[src/sv/http_request_header_parser_core_defines.svh]
// ----------------------------------------------------------------------------
// http request header parser assertion macros
// property wrappers used by the parser engine
// ----------------------------------------------------------------------------
`ifndef HTTP_REQUEST_HEADER_PARSER_CORE_DEFINES_SVH
`define HTTP_REQUEST_HEADER_PARSER_CORE_DEFINES_SVH

// same-cycle implication
`define HRHP_ASSERT_IMP(label, clk, rst_n, ante, cons, msg) \
  label: assert property (@(posedge clk) disable iff (!(rst_n)) (ante) |-> (cons)) \
    else $error(msg);

// next-cycle implication
`define HRHP_ASSERT_NEXT(label, clk, rst_n, ante, cons, msg) \
  label: assert property (@(posedge clk) disable iff (!(rst_n)) (ante) |=> (cons)) \
    else $error(msg);

`endif

[src/sv/hrhp_pkg.sv]
// ----------------------------------------------------------------------------
// hrhp_pkg
// shared types and constants of the http request header parser
// ----------------------------------------------------------------------------
package hrhp_pkg;

  localparam int LEN_W      = 21;  // field length counter, saturating
  localparam int VER_W      = 8;   // version value, saturating
  localparam int LIMIT_W    = 20;  // length limit registers
  localparam int CMP_W      = (LEN_W > LIMIT_W) ? LEN_W : LIMIT_W;  // length vs limit
  localparam int CFG_IDX_W  = 3;
  localparam int FIFO_DEPTH = 2;   // power of two
  localparam int FIFO_AW    = $clog2(FIFO_DEPTH);

  // register indexes
  localparam logic [CFG_IDX_W-1:0] CFG_METHOD_LIMIT  = 3'd0;
  localparam logic [CFG_IDX_W-1:0] CFG_RESOURCE_LIMIT = 3'd1;
  localparam logic [CFG_IDX_W-1:0] CFG_QUERY_LIMIT   = 3'd2;
  localparam logic [CFG_IDX_W-1:0] CFG_HNAME_LIMIT   = 3'd3;
  localparam logic [CFG_IDX_W-1:0] CFG_HVALUE_LIMIT  = 3'd4;

  localparam logic [LIMIT_W-1:0] RST_METHOD_LIMIT   = 20'd1024;
  localparam logic [LIMIT_W-1:0] RST_RESOURCE_LIMIT = 20'd262144;
  localparam logic [LIMIT_W-1:0] RST_QUERY_LIMIT    = 20'd1048575;
  localparam logic [LIMIT_W-1:0] RST_HNAME_LIMIT    = 20'd1024;
  localparam logic [LIMIT_W-1:0] RST_HVALUE_LIMIT   = 20'd1048575;

  // field kinds
  localparam logic [2:0] FK_NONE   = 3'd0;
  localparam logic [2:0] FK_METHOD = 3'd1;
  localparam logic [2:0] FK_URI    = 3'd2;
  localparam logic [2:0] FK_QUERY  = 3'd3;
  localparam logic [2:0] FK_HNAME  = 3'd4;
  localparam logic [2:0] FK_HVALUE = 3'd5;

  // field end events
  localparam logic [2:0] EK_NONE     = 3'd0;
  localparam logic [2:0] EK_METHOD   = 3'd1;
  localparam logic [2:0] EK_RESOURCE = 3'd2;
  localparam logic [2:0] EK_QUERY    = 3'd3;
  localparam logic [2:0] EK_HEADER   = 3'd4;

  // status
  localparam logic [1:0] ST_BUSY  = 2'd0;
  localparam logic [1:0] ST_DONE  = 2'd1;
  localparam logic [1:0] ST_ERROR = 2'd2;

  // characters
  localparam logic [7:0] CH_CR    = 8'h0D;
  localparam logic [7:0] CH_LF    = 8'h0A;
  localparam logic [7:0] CH_TAB   = 8'h09;
  localparam logic [7:0] CH_SP    = 8'h20;
  localparam logic [7:0] CH_COLON = 8'h3A;
  localparam logic [7:0] CH_QMARK = 8'h3F;
  localparam logic [7:0] CH_H     = 8'h48;
  localparam logic [7:0] CH_T     = 8'h54;
  localparam logic [7:0] CH_P     = 8'h50;
  localparam logic [7:0] CH_SLASH = 8'h2F;
  localparam logic [7:0] CH_DOT   = 8'h2E;
  localparam logic [7:0] CH_ZERO  = 8'h30;
  localparam logic [7:0] CH_NINE  = 8'h39;
  localparam logic [7:0] CH_DEL   = 8'h7F;

  typedef struct packed {
    logic tok;
    logic ctl;
    logic dig;
    logic sp;
    logic tab;
    logic cr;
    logic lf;
    logic colon;
    logic qmark;
    logic dot;
    logic slash;
    logic h;
    logic t;
    logic p;
  } char_class_t;

  typedef struct packed {
    logic [7:0]  data;
    char_class_t cls;
  } fifo_entry_t;

  typedef struct packed {
    logic [LIMIT_W-1:0] method;
    logic [LIMIT_W-1:0] resource;
    logic [LIMIT_W-1:0] query;
    logic [LIMIT_W-1:0] hname;
    logic [LIMIT_W-1:0] hvalue;
  } limits_t;

  // value*10 + digit, saturating at all ones
  function automatic logic [VER_W-1:0] ver_next(input logic [VER_W-1:0] v,
                                                input logic [7:0] c);
    logic [VER_W+3:0] r;
    r = (VER_W+4)'(v) * (VER_W+4)'(10) + (VER_W+4)'(c[3:0]);
    if (r > (VER_W+4)'({VER_W{1'b1}})) begin
      ver_next = {VER_W{1'b1}};
    end else begin
      ver_next = r[VER_W-1:0];
    end
  endfunction

endpackage

[src/sv/hrhp_classify.sv]
// ----------------------------------------------------------------------------
// hrhp_classify
// front end: takes request bytes and tags each with its character classes
// ----------------------------------------------------------------------------
module hrhp_classify (
  input  logic                  data_valid_i,
  input  logic [7:0]            data_byte_i,
  output logic                  data_ready_o,
  output logic                  push_valid_o,
  output hrhp_pkg::fifo_entry_t push_entry_o,
  input  logic                  push_ready_i
);
  import hrhp_pkg::*;

  function automatic logic is_sep(input logic [7:0] c);
    logic r;
    r = 1'b0;
    unique case (c)
      8'h28, 8'h29, 8'h3C, 8'h3E, 8'h40, 8'h2C, 8'h3B, 8'h3A, 8'h5C, 8'h22,
      8'h2F, 8'h5B, 8'h5D, 8'h3F, 8'h3D, 8'h7B, 8'h7D, 8'h20, 8'h09: begin
        r = 1'b1;
      end
      default: begin
        r = 1'b0;
      end
    endcase
    return r;
  endfunction

  logic [7:0]  b;
  char_class_t cls;

  assign b = data_byte_i;

  always_comb begin
    cls.ctl   = (b < 8'd32) || (b == CH_DEL);
    cls.tok   = !b[7] && !cls.ctl && !is_sep(b);
    cls.dig   = (b >= CH_ZERO) && (b <= CH_NINE);
    cls.sp    = (b == CH_SP);
    cls.tab   = (b == CH_TAB);
    cls.cr    = (b == CH_CR);
    cls.lf    = (b == CH_LF);
    cls.colon = (b == CH_COLON);
    cls.qmark = (b == CH_QMARK);
    cls.dot   = (b == CH_DOT);
    cls.slash = (b == CH_SLASH);
    cls.h     = (b == CH_H);
    cls.t     = (b == CH_T);
    cls.p     = (b == CH_P);
  end

  assign push_entry_o.data = b;
  assign push_entry_o.cls  = cls;
  assign push_valid_o      = data_valid_i;
  assign data_ready_o      = push_ready_i;

endmodule

[src/sv/hrhp_fifo.sv]
// ----------------------------------------------------------------------------
// hrhp_fifo
// short word queue between the classifier and the parse engine
// ----------------------------------------------------------------------------
module hrhp_fifo (
  input  logic                  clk_i,
  input  logic                  rst_ni,
  input  logic                  push_valid_i,
  input  hrhp_pkg::fifo_entry_t push_entry_i,
  output logic                  push_ready_o,
  output logic                  pop_valid_o,
  output hrhp_pkg::fifo_entry_t pop_entry_o,
  input  logic                  pop_ready_i
);
  import hrhp_pkg::*;

  fifo_entry_t        mem_q [FIFO_DEPTH];
  logic [FIFO_AW-1:0] wr_ptr_q, wr_ptr_d;
  logic [FIFO_AW-1:0] rd_ptr_q, rd_ptr_d;
  logic [FIFO_AW:0]   cnt_q, cnt_d;
  logic               push, pop;

  assign push_ready_o = (cnt_q != (FIFO_AW+1)'(FIFO_DEPTH));
  assign pop_valid_o  = (cnt_q != '0);
  assign push         = push_valid_i && push_ready_o;
  assign pop          = pop_ready_i && pop_valid_o;
  assign pop_entry_o  = mem_q[rd_ptr_q];

  always_comb begin
    wr_ptr_d = push ? wr_ptr_q + 1'b1 : wr_ptr_q;
    rd_ptr_d = pop ? rd_ptr_q + 1'b1 : rd_ptr_q;
    cnt_d    = cnt_q;
    if (push && !pop) begin
      cnt_d = cnt_q + 1'b1;
    end else if (pop && !push) begin
      cnt_d = cnt_q - 1'b1;
    end
  end

  always_ff @(posedge clk_i or negedge rst_ni) begin
    if (!rst_ni) begin
      wr_ptr_q <= '0;
      rd_ptr_q <= '0;
      cnt_q    <= '0;
    end else begin
      wr_ptr_q <= wr_ptr_d;
      rd_ptr_q <= rd_ptr_d;
      cnt_q    <= cnt_d;
    end
  end

  always_ff @(posedge clk_i) begin
    if (push) begin
      mem_q[wr_ptr_q] <= push_entry_i;
    end
  end

endmodule

[src/sv/hrhp_engine.sv]
// ----------------------------------------------------------------------------
// hrhp_engine
// back end: request state machine with a registered result stage
// ----------------------------------------------------------------------------
`include "http_request_header_parser_core_defines.svh"

module hrhp_engine (
  input  logic                       clk_i,
  input  logic                       rst_ni,
  input  logic                       entry_valid_i,
  input  hrhp_pkg::fifo_entry_t      entry_i,
  output logic                       entry_ready_o,
  input  hrhp_pkg::limits_t          limits_i,
  output logic                       out_valid_o,
  input  logic                       out_ready_i,
  output logic [7:0]                 out_byte_o,
  output logic [2:0]                 field_kind_o,
  output logic                       field_clear_o,
  output logic                       append_o,
  output logic [2:0]                 end_kind_o,
  output logic [1:0]                 status_o,
  output logic                       consumed_o,
  output logic [hrhp_pkg::VER_W-1:0] version_major_o,
  output logic [hrhp_pkg::VER_W-1:0] version_minor_o
);
  import hrhp_pkg::*;

  localparam logic [4:0] PH_METHOD_START = 5'd0;
  localparam logic [4:0] PH_METHOD       = 5'd1;
  localparam logic [4:0] PH_URI_STEM     = 5'd2;
  localparam logic [4:0] PH_URI_QUERY    = 5'd3;
  localparam logic [4:0] PH_V_H          = 5'd4;
  localparam logic [4:0] PH_V_T1         = 5'd5;
  localparam logic [4:0] PH_V_T2         = 5'd6;
  localparam logic [4:0] PH_V_P          = 5'd7;
  localparam logic [4:0] PH_V_SLASH      = 5'd8;
  localparam logic [4:0] PH_MAJOR_START  = 5'd9;
  localparam logic [4:0] PH_MAJOR        = 5'd10;
  localparam logic [4:0] PH_MINOR_START  = 5'd11;
  localparam logic [4:0] PH_MINOR        = 5'd12;
  localparam logic [4:0] PH_EXPECT_LF    = 5'd13;
  localparam logic [4:0] PH_EXPECT_CR    = 5'd14;
  localparam logic [4:0] PH_HDR_WS       = 5'd15;
  localparam logic [4:0] PH_HDR_START    = 5'd16;
  localparam logic [4:0] PH_HDR_NAME     = 5'd17;
  localparam logic [4:0] PH_SPACE_VALUE  = 5'd18;
  localparam logic [4:0] PH_HDR_VALUE    = 5'd19;
  localparam logic [4:0] PH_FINAL_LF     = 5'd20;
  localparam logic [4:0] PH_FINAL_CR     = 5'd21;

  logic [4:0]       phase_q, phase_d;
  logic [LEN_W-1:0] len_q, len_d, len_inc;
  logic [VER_W-1:0] maj_q, maj_d, min_q, min_d;
  logic             out_valid_q;
  logic             pop;

  char_class_t cl;
  logic [7:0]  c;
  logic [2:0]  kind, endk;
  logic [1:0]  st;
  logic        clr, app, cons, err, do_name, same, other;

  assign cl  = entry_i.cls;
  assign c   = entry_i.data;
  assign pop = entry_valid_i && (!out_valid_q || out_ready_i);

  assign entry_ready_o = !out_valid_q || out_ready_i;
  assign out_valid_o   = out_valid_q;
  assign len_inc       = (&len_q) ? len_q : len_q + 1'b1;

  always_comb begin
    kind    = FK_NONE;
    clr     = 1'b0;
    app     = 1'b0;
    endk    = EK_NONE;
    st      = ST_BUSY;
    cons    = 1'b1;
    err     = 1'b0;
    do_name = 1'b0;
    same    = 1'b0;
    other   = 1'b0;
    phase_d = phase_q;
    len_d   = len_q;
    maj_d   = maj_q;
    min_d   = min_q;

    unique case (phase_q)
      PH_METHOD: begin
        if (cl.sp) begin
          endk = EK_METHOD; kind = FK_URI; clr = 1'b1;
          len_d = '0; phase_d = PH_URI_STEM;
        end else if (!cl.tok || CMP_W'(len_q) >= CMP_W'(limits_i.method)) begin
          err = 1'b1;
        end else begin
          kind = FK_METHOD; app = 1'b1; len_d = len_inc;
        end
      end
      PH_URI_STEM: begin
        if (cl.sp) begin
          endk = EK_RESOURCE; phase_d = PH_V_H;
        end else if (cl.qmark) begin
          endk = EK_RESOURCE; kind = FK_QUERY; clr = 1'b1;
          len_d = '0; phase_d = PH_URI_QUERY;
        end else if (cl.ctl || CMP_W'(len_q) >= CMP_W'(limits_i.resource)) begin
          err = 1'b1;
        end else begin
          kind = FK_URI; app = 1'b1; len_d = len_inc;
        end
      end
      PH_URI_QUERY: begin
        if (cl.sp) begin
          endk = EK_QUERY; phase_d = PH_V_H;
        end else if (cl.ctl || CMP_W'(len_q) >= CMP_W'(limits_i.query)) begin
          err = 1'b1;
        end else begin
          kind = FK_QUERY; app = 1'b1; len_d = len_inc;
        end
      end
      PH_V_H: begin
        if (!cl.h) err = 1'b1; else phase_d = PH_V_T1;
      end
      PH_V_T1: begin
        if (!cl.t) err = 1'b1; else phase_d = PH_V_T2;
      end
      PH_V_T2: begin
        if (!cl.t) err = 1'b1; else phase_d = PH_V_P;
      end
      PH_V_P: begin
        if (!cl.p) err = 1'b1; else phase_d = PH_V_SLASH;
      end
      PH_V_SLASH: begin
        if (!cl.slash) err = 1'b1; else phase_d = PH_MAJOR_START;
      end
      PH_MAJOR_START: begin
        if (!cl.dig) begin
          err = 1'b1;
        end else begin
          maj_d = ver_next('0, c); phase_d = PH_MAJOR;
        end
      end
      PH_MAJOR: begin
        if (cl.dot) phase_d = PH_MINOR_START;
        else if (cl.dig) maj_d = ver_next(maj_q, c);
        else err = 1'b1;
      end
      PH_MINOR_START: begin
        if (!cl.dig) begin
          err = 1'b1;
        end else begin
          min_d = ver_next('0, c); phase_d = PH_MINOR;
        end
      end
      PH_MINOR: begin
        if (cl.cr) phase_d = PH_EXPECT_LF;
        else if (cl.lf) phase_d = PH_EXPECT_CR;
        else if (cl.dig) min_d = ver_next(min_q, c);
        else err = 1'b1;
      end
      PH_EXPECT_LF, PH_EXPECT_CR: begin
        // line end of the opposite kind completes the pair, a repeat ends headers
        same  = (phase_q == PH_EXPECT_LF) ? cl.cr : cl.lf;
        other = (phase_q == PH_EXPECT_LF) ? cl.lf : cl.cr;
        if (other) begin
          phase_d = PH_HDR_START;
        end else if (same) begin
          st = ST_DONE; phase_d = PH_METHOD_START;
        end else if (cl.tab || cl.sp) begin
          phase_d = PH_HDR_WS;
        end else begin
          do_name = 1'b1;
        end
      end
      PH_HDR_WS: begin
        if (cl.cr) phase_d = PH_EXPECT_LF;
        else if (cl.lf) phase_d = PH_EXPECT_CR;
        else if (!cl.tab && !cl.sp) do_name = 1'b1;
      end
      PH_HDR_START: begin
        if (cl.cr) phase_d = PH_FINAL_LF;
        else if (cl.lf) phase_d = PH_FINAL_CR;
        else if (cl.tab || cl.sp) phase_d = PH_HDR_WS;
        else do_name = 1'b1;
      end
      PH_HDR_NAME: begin
        if (cl.colon) begin
          kind = FK_HVALUE; clr = 1'b1; len_d = '0; phase_d = PH_SPACE_VALUE;
        end else if (!cl.tok || CMP_W'(len_q) >= CMP_W'(limits_i.hname)) begin
          err = 1'b1;
        end else begin
          kind = FK_HNAME; app = 1'b1; len_d = len_inc;
        end
      end
      PH_SPACE_VALUE: begin
        // a value byte that directly follows the colon goes in without a length check
        if (cl.sp) begin
          phase_d = PH_HDR_VALUE;
        end else if (cl.cr) begin
          endk = EK_HEADER; phase_d = PH_EXPECT_LF;
        end else if (cl.lf) begin
          endk = EK_HEADER; phase_d = PH_EXPECT_CR;
        end else if (!cl.tok) begin
          err = 1'b1;
        end else begin
          kind = FK_HVALUE; app = 1'b1; len_d = LEN_W'(1); phase_d = PH_HDR_VALUE;
        end
      end
      PH_HDR_VALUE: begin
        if (cl.cr) begin
          endk = EK_HEADER; phase_d = PH_EXPECT_LF;
        end else if (cl.lf) begin
          endk = EK_HEADER; phase_d = PH_EXPECT_CR;
        end else if (cl.ctl || CMP_W'(len_q) >= CMP_W'(limits_i.hvalue)) begin
          err = 1'b1;
        end else begin
          kind = FK_HVALUE; app = 1'b1; len_d = len_inc;
        end
      end
      PH_FINAL_LF: begin
        cons = cl.lf; st = ST_DONE; phase_d = PH_METHOD_START;
      end
      PH_FINAL_CR: begin
        cons = cl.cr; st = ST_DONE; phase_d = PH_METHOD_START;
      end
      default: begin
        // method start, also taken by unused phase codes
        if (!cl.sp && !cl.cr && !cl.lf) begin
          if (!cl.tok) begin
            err = 1'b1;
          end else begin
            kind = FK_METHOD; clr = 1'b1; app = 1'b1;
            len_d = LEN_W'(1); phase_d = PH_METHOD;
          end
        end
      end
    endcase

    if (do_name) begin
      if (!cl.tok) begin
        err = 1'b1;
      end else begin
        kind = FK_HNAME; clr = 1'b1; app = 1'b1;
        len_d = LEN_W'(1); phase_d = PH_HDR_NAME;
      end
    end

    if (err) begin
      kind = FK_NONE; clr = 1'b0; app = 1'b0; endk = EK_NONE;
      st = ST_ERROR; cons = 1'b1; phase_d = PH_METHOD_START;
    end
    if (err || st == ST_DONE) begin
      len_d = '0;
    end
  end

  always_ff @(posedge clk_i or negedge rst_ni) begin
    if (!rst_ni) begin
      phase_q     <= PH_METHOD_START;
      len_q       <= '0;
      maj_q       <= '0;
      min_q       <= '0;
      out_valid_q <= 1'b0;
    end else begin
      if (pop) begin
        phase_q <= phase_d;
        len_q   <= len_d;
        maj_q   <= maj_d;
        min_q   <= min_d;
      end
      if (pop) begin
        out_valid_q <= 1'b1;
      end else if (out_ready_i) begin
        out_valid_q <= 1'b0;
      end
    end
  end

  always_ff @(posedge clk_i) begin
    if (pop) begin
      out_byte_o      <= c;
      field_kind_o    <= kind;
      field_clear_o   <= clr;
      append_o        <= app;
      end_kind_o      <= endk;
      status_o        <= st;
      consumed_o      <= cons;
      version_major_o <= maj_d;
      version_minor_o <= min_d;
    end
  end

  `HRHP_ASSERT_IMP(a_error_quiet, clk_i, rst_ni, out_valid_o && status_o == ST_ERROR, field_kind_o == FK_NONE && !append_o && !field_clear_o && end_kind_o == EK_NONE, "error word carries field activity")
  `HRHP_ASSERT_IMP(a_unconsumed_done, clk_i, rst_ni, out_valid_o && !consumed_o, status_o == ST_DONE, "unconsumed byte without completion")
  `HRHP_ASSERT_IMP(a_append_kind, clk_i, rst_ni, out_valid_o && append_o, field_kind_o != FK_NONE, "append with no field")
  `HRHP_ASSERT_NEXT(a_error_restart, clk_i, rst_ni, pop && err, phase_q == PH_METHOD_START && len_q == '0, "no restart after error")

endmodule

[src/sv/http_request_header_parser_core.sv]
// ----------------------------------------------------------------------------
// http_request_header_parser_core: per-byte http request header parser
// path: each accepted byte is queued, then parsed into the registered result stage
// throughput: one byte per cycle while the result output is not held by out_ready_i
// reset: async low, parser at method start, limits at defaults, queue empty
// ----------------------------------------------------------------------------
module http_request_header_parser_core (
  input  logic                           clk_i,
  input  logic                           rst_ni,
  input  logic                           cfg_we_i,
  input  logic [hrhp_pkg::CFG_IDX_W-1:0] cfg_index_i,
  input  logic [hrhp_pkg::LIMIT_W-1:0]   cfg_data_i,
  input  logic                           data_valid_i,
  output logic                           data_ready_o,
  input  logic [7:0]                     data_byte_i,
  output logic                           out_valid_o,
  input  logic                           out_ready_i,
  output logic [7:0]                     out_byte_o,
  output logic [2:0]                     field_kind_o,
  output logic                           field_clear_o,
  output logic                           append_o,
  output logic [2:0]                     end_kind_o,
  output logic [1:0]                     status_o,
  output logic                           consumed_o,
  output logic [hrhp_pkg::VER_W-1:0]     version_major_o,
  output logic [hrhp_pkg::VER_W-1:0]     version_minor_o
);
  import hrhp_pkg::*;

  limits_t     limits_q;
  logic        push_valid, push_ready, pop_valid, pop_ready;
  fifo_entry_t push_entry, pop_entry;

  always_ff @(posedge clk_i or negedge rst_ni) begin
    if (!rst_ni) begin
      limits_q.method   <= RST_METHOD_LIMIT;
      limits_q.resource <= RST_RESOURCE_LIMIT;
      limits_q.query    <= RST_QUERY_LIMIT;
      limits_q.hname    <= RST_HNAME_LIMIT;
      limits_q.hvalue   <= RST_HVALUE_LIMIT;
    end else if (cfg_we_i) begin
      unique case (cfg_index_i)
        CFG_METHOD_LIMIT:   limits_q.method   <= cfg_data_i;
        CFG_RESOURCE_LIMIT: limits_q.resource <= cfg_data_i;
        CFG_QUERY_LIMIT:    limits_q.query    <= cfg_data_i;
        CFG_HNAME_LIMIT:    limits_q.hname    <= cfg_data_i;
        CFG_HVALUE_LIMIT:   limits_q.hvalue   <= cfg_data_i;
        default: begin
        end
      endcase
    end
  end

  hrhp_classify u_classify (
    .data_valid_i (data_valid_i),
    .data_byte_i  (data_byte_i),
    .data_ready_o (data_ready_o),
    .push_valid_o (push_valid),
    .push_entry_o (push_entry),
    .push_ready_i (push_ready)
  );

  hrhp_fifo u_fifo (
    .clk_i        (clk_i),
    .rst_ni       (rst_ni),
    .push_valid_i (push_valid),
    .push_entry_i (push_entry),
    .push_ready_o (push_ready),
    .pop_valid_o  (pop_valid),
    .pop_entry_o  (pop_entry),
    .pop_ready_i  (pop_ready)
  );

  hrhp_engine u_engine (
    .clk_i           (clk_i),
    .rst_ni          (rst_ni),
    .entry_valid_i   (pop_valid),
    .entry_i         (pop_entry),
    .entry_ready_o   (pop_ready),
    .limits_i        (limits_q),
    .out_valid_o     (out_valid_o),
    .out_ready_i     (out_ready_i),
    .out_byte_o      (out_byte_o),
    .field_kind_o    (field_kind_o),
    .field_clear_o   (field_clear_o),
    .append_o        (append_o),
    .end_kind_o      (end_kind_o),
    .status_o        (status_o),
    .consumed_o      (consumed_o),
    .version_major_o (version_major_o),
    .version_minor_o (version_minor_o)
  );

endmodule
[config.mk]
export PLATFORM = sky130hd
export DESIGN_NAME = http_request_header_parser_core
export DESIGN_NICKNAME = d
export VERILOG_FILES = /design/src/sv/hrhp_pkg.sv /design/src/sv/hrhp_classify.sv /design/src/sv/hrhp_fifo.sv /design/src/sv/hrhp_engine.sv /design/src/sv/http_request_header_parser_core.sv
export VERILOG_INCLUDE_DIRS = /design/src /design/src/sv
export SDC_FILE = /design/constraint.sdc
export NUM_CORES = 1
export LEC_CHECK = 0
export BUFFER_PORTS_ARGS = -buffer_cell sky130_fd_sc_hd__buf_2
export CAP_MARGIN = 20
export CORE_MARGIN = 1
export CORE_UTILIZATION = 65
export DETAILED_ROUTE_END_ITERATION = 6
export GPL_TIMING_DRIVEN = 1
export PLACE_DENSITY = 0.95
export REMOVE_ABC_BUFFERS = 1
export SLEW_MARGIN = 30
export SYNTH_ARGS = -nofsm -noshare
export SYNTH_HDL_FRONTEND = slang
export SYNTH_SLANG_ARGS = --single-unit
[constraint.sdc]
create_clock -name clk_i -period 7.9 [get_ports clk_i]
set_input_delay 1.975 -clock clk_i [delete_from_list [all_inputs] [get_ports clk_i]]
set_output_delay 1.975 -clock clk_i [all_outputs]
set_load 0.05 [all_outputs]
Word-level counts from Yosys, hierarchy flattened. Memory sizes are Yosys's and may differ from the RTL's. Index checks and enable logic that the tools add are counted.

Memories kept: 1. Memory bits (writable): 44. Bits of input ports: 36. Register bits: 182. Word-level logic and storage cells: 316. Output and inout port bits: 37.

Order comparisons: 11. Muxes and demuxes: 171. Multiply operators: 2. Eq/ne operators: 53. $add $sub $neg: 7. Reduce and logical (&&, ||, !) cells: 49.

Memories: u_fifo.mem_q (depth 2, width 22, read ports 1, clocked after Yosys merged registers in 0, wr ports 1, line hrhp_fifo.sv:17) `fifo_entry_t mem_q [FIFO_DEPTH];`.

Operators with widths (count): 21-bit 2-to-1 mux (21); 21-bit one-hot mux with 7 select lines (1); 5-bit 2-to-1 mux (29); 21-bit by 20-bit >= comparator with 1-bit output (5); 8-bit by 6-bit == test with 1-bit output, second input constant (13); 5-bit one-hot mux with 17 select lines (1); 8-bit by 7-bit == test with 1-bit output, second input constant (10); 8-bit 2-to-1 mux (10); 1-bit 2-to-1 mux (71); 3-bit 2-to-1 mux (20); 5-bit by 4-bit == test with 1-bit output, second input constant (8); 8-bit one-hot mux with 2 select lines (2); 5-bit == test, second input constant (6); 12-bit by 4-bit adder with 12-bit output (2); 8-bit by 4-bit == test with 1-bit output, second input constant (3); 12-bit by 8-bit > comparator with 1-bit output, second input constant (2); 8-bit by 3-bit multiplier with 11-bit output, second input constant (2); 21-bit by 1-bit adder with 21-bit output, second input constant (1); 3-bit one-hot mux with 7 select lines (1); 21-bit AND reduction (1); 5-bit by 3-bit == test with 1-bit output, second input constant (4); 19-bit OR reduction (1); 18-bit OR reduction (1); 2-bit 2-to-1 mux (8); 31 further kinds (70).

Depth between registers and ports, before layout.
Depth in word-level cells: 12. Mapped depth: 16. Mapped depth without buffers: 13.

By module. A second synthesis with hierarchy kept.

Cell total of the unflattened synthesis: 1511. Area, all modules: 15009.4 um2.

Modules (own cells, without submodules): hrhp_engine (sequential area each 2127.0 um2, instances 1, area each 8991.1 um2, cells an instance 1140); http_request_header_parser_core (sequential area each 2556.2 um2, instances 1, area each 3798.6 um2, cells an instance 215); hrhp_fifo (sequential area each 1421.4 um2, instances 1, area each 1788.0 um2, cells an instance 86); hrhp_classify (sequential area each 0.0 um2, instances 1, area each 431.7 um2, cells an instance 70).

Worst setup path after synthesis. OpenSTA, ideal clock, no wires.

Path type: input-to-reg. From: in out_ready_i. To: reg u_engine.append_o, enable pin. Stages on the path: 5. Buffers on the path: 2. Required time: 7.487 ns. Library setup time: 0.413 ns. Slack: 3.628 ns. Arrival time: 3.859 ns. Path through: nand2b_1 o21ai_0 inv_1 clkbuf_1 clkbuf_1.

Word-level cells in the longest chain between the ends: 2.

RTL lines: start: declaration (line http_request_header_parser_core.sv:17) `input logic out_ready_i,`; 1-bit logical OR (line hrhp_engine.sv:65) `assign pop = entry_valid_i && (!out_valid_q || out_ready_i);`; 1-bit logical AND (line hrhp_engine.sv:65); named net u_engine.pop (line hrhp_engine.sv:55) `logic pop;`; end signal: assignment (line hrhp_engine.sv:282) `append_o <= app;`; end: declaration (line hrhp_engine.sv:19) `output logic append_o,`.

The timed path passes the listed nets, and every way through them passes these cells. A chain may end at the register's enable or synchronous reset.

Final worst setup path.
From: reg u_fifo.rd_ptr_q. To: reg u_engine.len_q[18].

Word-level cells in the longest chain between the ends: 12. Elaborated cells on any way between the ends: 81. Those cells by class: eq/ne (1); mux (64); reduce/logical (15); memory (1).

RTL lines: start: declaration (line hrhp_fifo.sv:19) `logic [FIFO_AW-1:0] rd_ptr_q, rd_ptr_d;`; start signal: assignment (line hrhp_fifo.sv:47) `rd_ptr_q <= rd_ptr_d;`; memory read 2 x 22 bit (*); 1-bit 2-to-1 mux, or another cell as far along (line hrhp_engine.sv:201, hrhp_engine.sv:227); 1-bit 2-to-1 mux, or another cell as far along (line hrhp_engine.sv:199) `end else if (cl.lf) begin`; 1-bit 2-to-1 mux, or another cell as far along (line hrhp_engine.sv:197) `end else if (cl.cr) begin`; 1-bit 2-to-1 mux, or another cell as far along (line hrhp_engine.sv:195) `if (cl.sp) begin`; 1-bit one-hot mux with 14 select lines / 1-bit 2-to-1 mux (equally long branches) (line hrhp_engine.sv:87, hrhp_engine.sv:174); 1-bit 2-to-1 mux / 1-bit one-hot mux with 3 select lines (equally long branches) (line hrhp_engine.sv:238, hrhp_engine.sv:87); 1-bit 2-to-1 mux (line hrhp_engine.sv:237) `if (do_name) begin`; 2-bit 2-to-1 mux (line hrhp_engine.sv:246) `if (err) begin`; 2-bit by 1-bit == test with 1-bit output (line hrhp_engine.sv:250) `if (err || st == ST_DONE) begin`; 1-bit logical OR (line hrhp_engine.sv:250); 21-bit 2-to-1 mux (*) (line hrhp_engine.sv:250); end signal: assignment (line hrhp_engine.sv:265) `len_q <= len_d;`; end: declaration (line hrhp_engine.sv:52) `logic [LEN_W-1:0] len_q, len_d, len_inc;`.

Mark *: on every way between the ends. The rest lies on a longest branch, timed or not.

==> summary.md <==
| Metric | Value |
|---|---|
| Status | finished clean |
| Worst path cell trace | buf_4 > mux2_4 > a2111oi_0 > o41a_1 > nand3_1 > o21bai_1 > nand4b_1 > o21ai_0 > o311ai_0 > a221o_1 |
| Final setup fails | 0 |
| Fin util | 0.739 |
| DR vias | 13438 |
| Crit. End Element | flop |
| Largest cells by area after synthesis | dfrtp_1, edfxtp_1, ha_1 |
| CTS Buf Count | 26 |
| Deepest clock path buffer count | 3 |
| DRC violations left | 0 |
| Critical path's largest stage delay | 0.53 ns |
| CTS tree | yes |
| Pwr/cell area | 357 nW/µm² |
| Initial antenna violation count | 1 |
| CTS sink count | 226 |
| Multi-input gate area | 8050 µm² |
| Area Growth Syn to Fin | 9.96% |
| Post-synth design cell area | 14800 µm² |
| Finished Layout Cells | 1932 |
| Drt pass-1 iters | 7 |
| Num ports | 73 |
| Hold_ws | 0.504 ns |
| Setup bufs post-CTS | 0 |
| Share of cells above drive strength 1 | 0.156 |
| Max cap viols | 0 |
| #FFs+latches synth | 226 |
| EDFF count, synth | 79 |
| Core Footprint | 22100 µm² |
| Total Wirelength | 43600 µm |
| Clock Skew | 0.0213 ns |
| Slew @ Worst Pin | 1.00 ns |
| Crit path time final | 4.26 ns |
| Synth cell count leaders | nand2_1, o21ai_0, inv_1 |
| Cell with the most instances after synthesis | nand2_1 |
| Setup ws final | 3.64 ns |
| Largest net degree at the start of global routing | 83 |
| Crit start category | flop |
| Routability cong. | 0.985 |
| Grt total ovfl | 0 |
| Die area | 23400 µm² |
| GRT Util Overall | 0.374 |
| Fill cells | 1503 |
| Sequential area share after synthesis | 0.411 |
| Port Buffer Count | 72 |
| Fmax | 0.235 GHz |
| Root Buffer | clkbuf_16 |
| Detailed placement HPWL | 30600 µm |
| Clk slew on worst S/H paths | 0.06 ns |
| Synth Flop Type | dfrtp_1 |
| Number of gates resized after CTS | 0 |
| Die height | 153 µm |
| Yosys top cell by area | dfrtp_1 |
| Asr flop ratio synth | 0.650 |
| Post-synthesis average cell area | 9.36 µm² |
| H-tree Lvls | 1 |
| First-pass GRT wire length | 69200 µm |
| Initial Util | 0.672 |
| Critical path class | reg2reg |
| DP Worst Slack | 3.81 ns |
| RSZ-0062 raised after global routing | false |
| Final ANT Viol Nets | 0 |
| Die width | 153 µm |
| Num rows | 54 |
| Crit-path slowest cell | a2111oi_0 |
| Mapped Cells | 1586 |
| Post-CTS Hold Fix Bufs | 0 |
| Via density | 6.96 |
| Pleak | 7.13 nW |
| CP max FO | 37 |
| Initial DRC count | 1753 |
| Synth top area share | 0.175 |
| CP required | 8.33 ns |
| Final hold viol count | 0 |
| Peak VDD IR | 243 µV |
| Flip-flop and latch area | 6100 µm² |
| Final cycle utilization of the critical path | 0.540 |
| DR WL/cell | 22.6 µm |
| Max_slew headroom | 0.326 |
| Clk_lat worst skew | 0.55 ns |
| Yosys warns | 0 |
| Fin. max-slew vios | 0 |
| Fin Setup TNS | 0 ns |
| Nets | 1804 |
| Final antenna diode count | 0 |
| Vias in the first global route | 12817 |
| Worst Path Arrival | 4.69 ns |
| Hold Path Class | reg2reg |
| Count of cell types in the netlist | 88 |
| Post-Place Cells | 1884 |
==> metrics by stage <==
stage / total power [mW] / area, µm²
final: 5.83 / 16300
after global routing: 6.11 / 16300
after CTS: 5.73 / 16300
after detailed placement: 4.52 / 15500
after global placement: 4.38 / 15500
after floorplan: 3.74 / 14600
==> critical path, delay by kind of cell (launching register included) <==
| family | cells | cell delay (ns) |
|---|---|---|
| flip-flops | 1 | 0.35 |
| multiplexers | 1 | 0.36 |
| AO/OA/AOI/OAI | 6 | 2.22 |
| buffers and inverters | 1 | 0.44 |
| AND/OR/NAND/NOR | 2 | 0.75 |
==> report_power, final <==
part	switching [mW]	internal (mW)	total [mW]
logic	1.88	0.941	2.82
clock network	0.500	0.690	1.19
registers	0.230	1.59	1.82
==> area by class of cell <==
type,instances,share of cell area
multi-input cells,1158,0.493
flip-flops and latches,226,0.374
clock buffers,42,0.0486
inverters,134,0.0308
repair buffers,86,0.0291
well taps,280,0.0215
clock inverters,6,0.00307
==> metal layers <==
metal | routed length (µm) | global-route usage | vias to the layer above
met5 | 17 | 0 | -
met4 | 2010 | 0.155 | 2
met3 | 5640 | 0.0930 | 189
met2 | 19100 | 0.569 | 1011
met1 | 16900 | 0.512 | 6292
li1 | - | - | 5944
==> cell families (layout without fill, tap and decap cells) <==
kind of cell / after synthesis / count (layout) / synth area share
mux: 61 / 61 / 0.0465
xor+xnor: 22 / 22 / 0.0130
buf+inv: 202 / 268 / 0.0517
compound gates: 424 / 424 / 0.188
fa+ha+maj: 136 / 136 / 0.117
flops: 226 / 226 / 0.411
simple gates: 515 / 515 / 0.173
==> layout by cell type, fill, tap and decap left out, drive strengths merged, types with 32 or more instances in the layout <==
master	n
clkbuf	42
ha	132
edfxtp	79
nand3	46
dfstp	43
mux2	51
a21oi	78
dfrtp	104
nor2	94
buf	86
nor3	32
nand2	185
o21ai	142
inv	135
==> path summary, 6_finish.rpt <==
| kind | from | endpoint | slack, ns | cells past startpoint |
|---|---|---|---|---|
| min reg2reg | limits_q[36] | limits_q[36] | 0.50 | 1 |
| max | u_fifo.rd_ptr_q | u_engine.len_q[18] | 3.64 | 10 |
| min | limits_q[36] | limits_q[36] | 0.50 | 1 |
| max in group asynchronous | rst_ni | limits_q[70] | 5.22 | 2 |
| max reg2reg | u_fifo.rd_ptr_q | u_engine.len_q[18] | 3.64 | 10 |
| min in group asynchronous | rst_ni | limits_q[28] | 1.51 | 1 |
==> sequential cells by signal, indices dropped and copies added, names as in the netlist <==
name and count:
u_engine.field_clear_o 1, u_engine.version_minor_o 8, u_fifo.cnt_q 2, limits_q 100
u_fifo.mem_q 44, u_engine.out_byte_o 8, u_engine.append_o 1, u_fifo.wr_ptr_q 1
u_engine.len_q 21, u_fifo.rd_ptr_q 1, u_engine.out_valid_o 1, u_engine.min_q 8
u_engine.version_major_o 8, u_engine.end_kind_o 3, u_engine.consumed_o 1, u_engine.field_kind_o 3
u_engine.phase_q 5, u_engine.status_o 2, u_engine.maj_q 8
(Power assumes the default switching activity.)
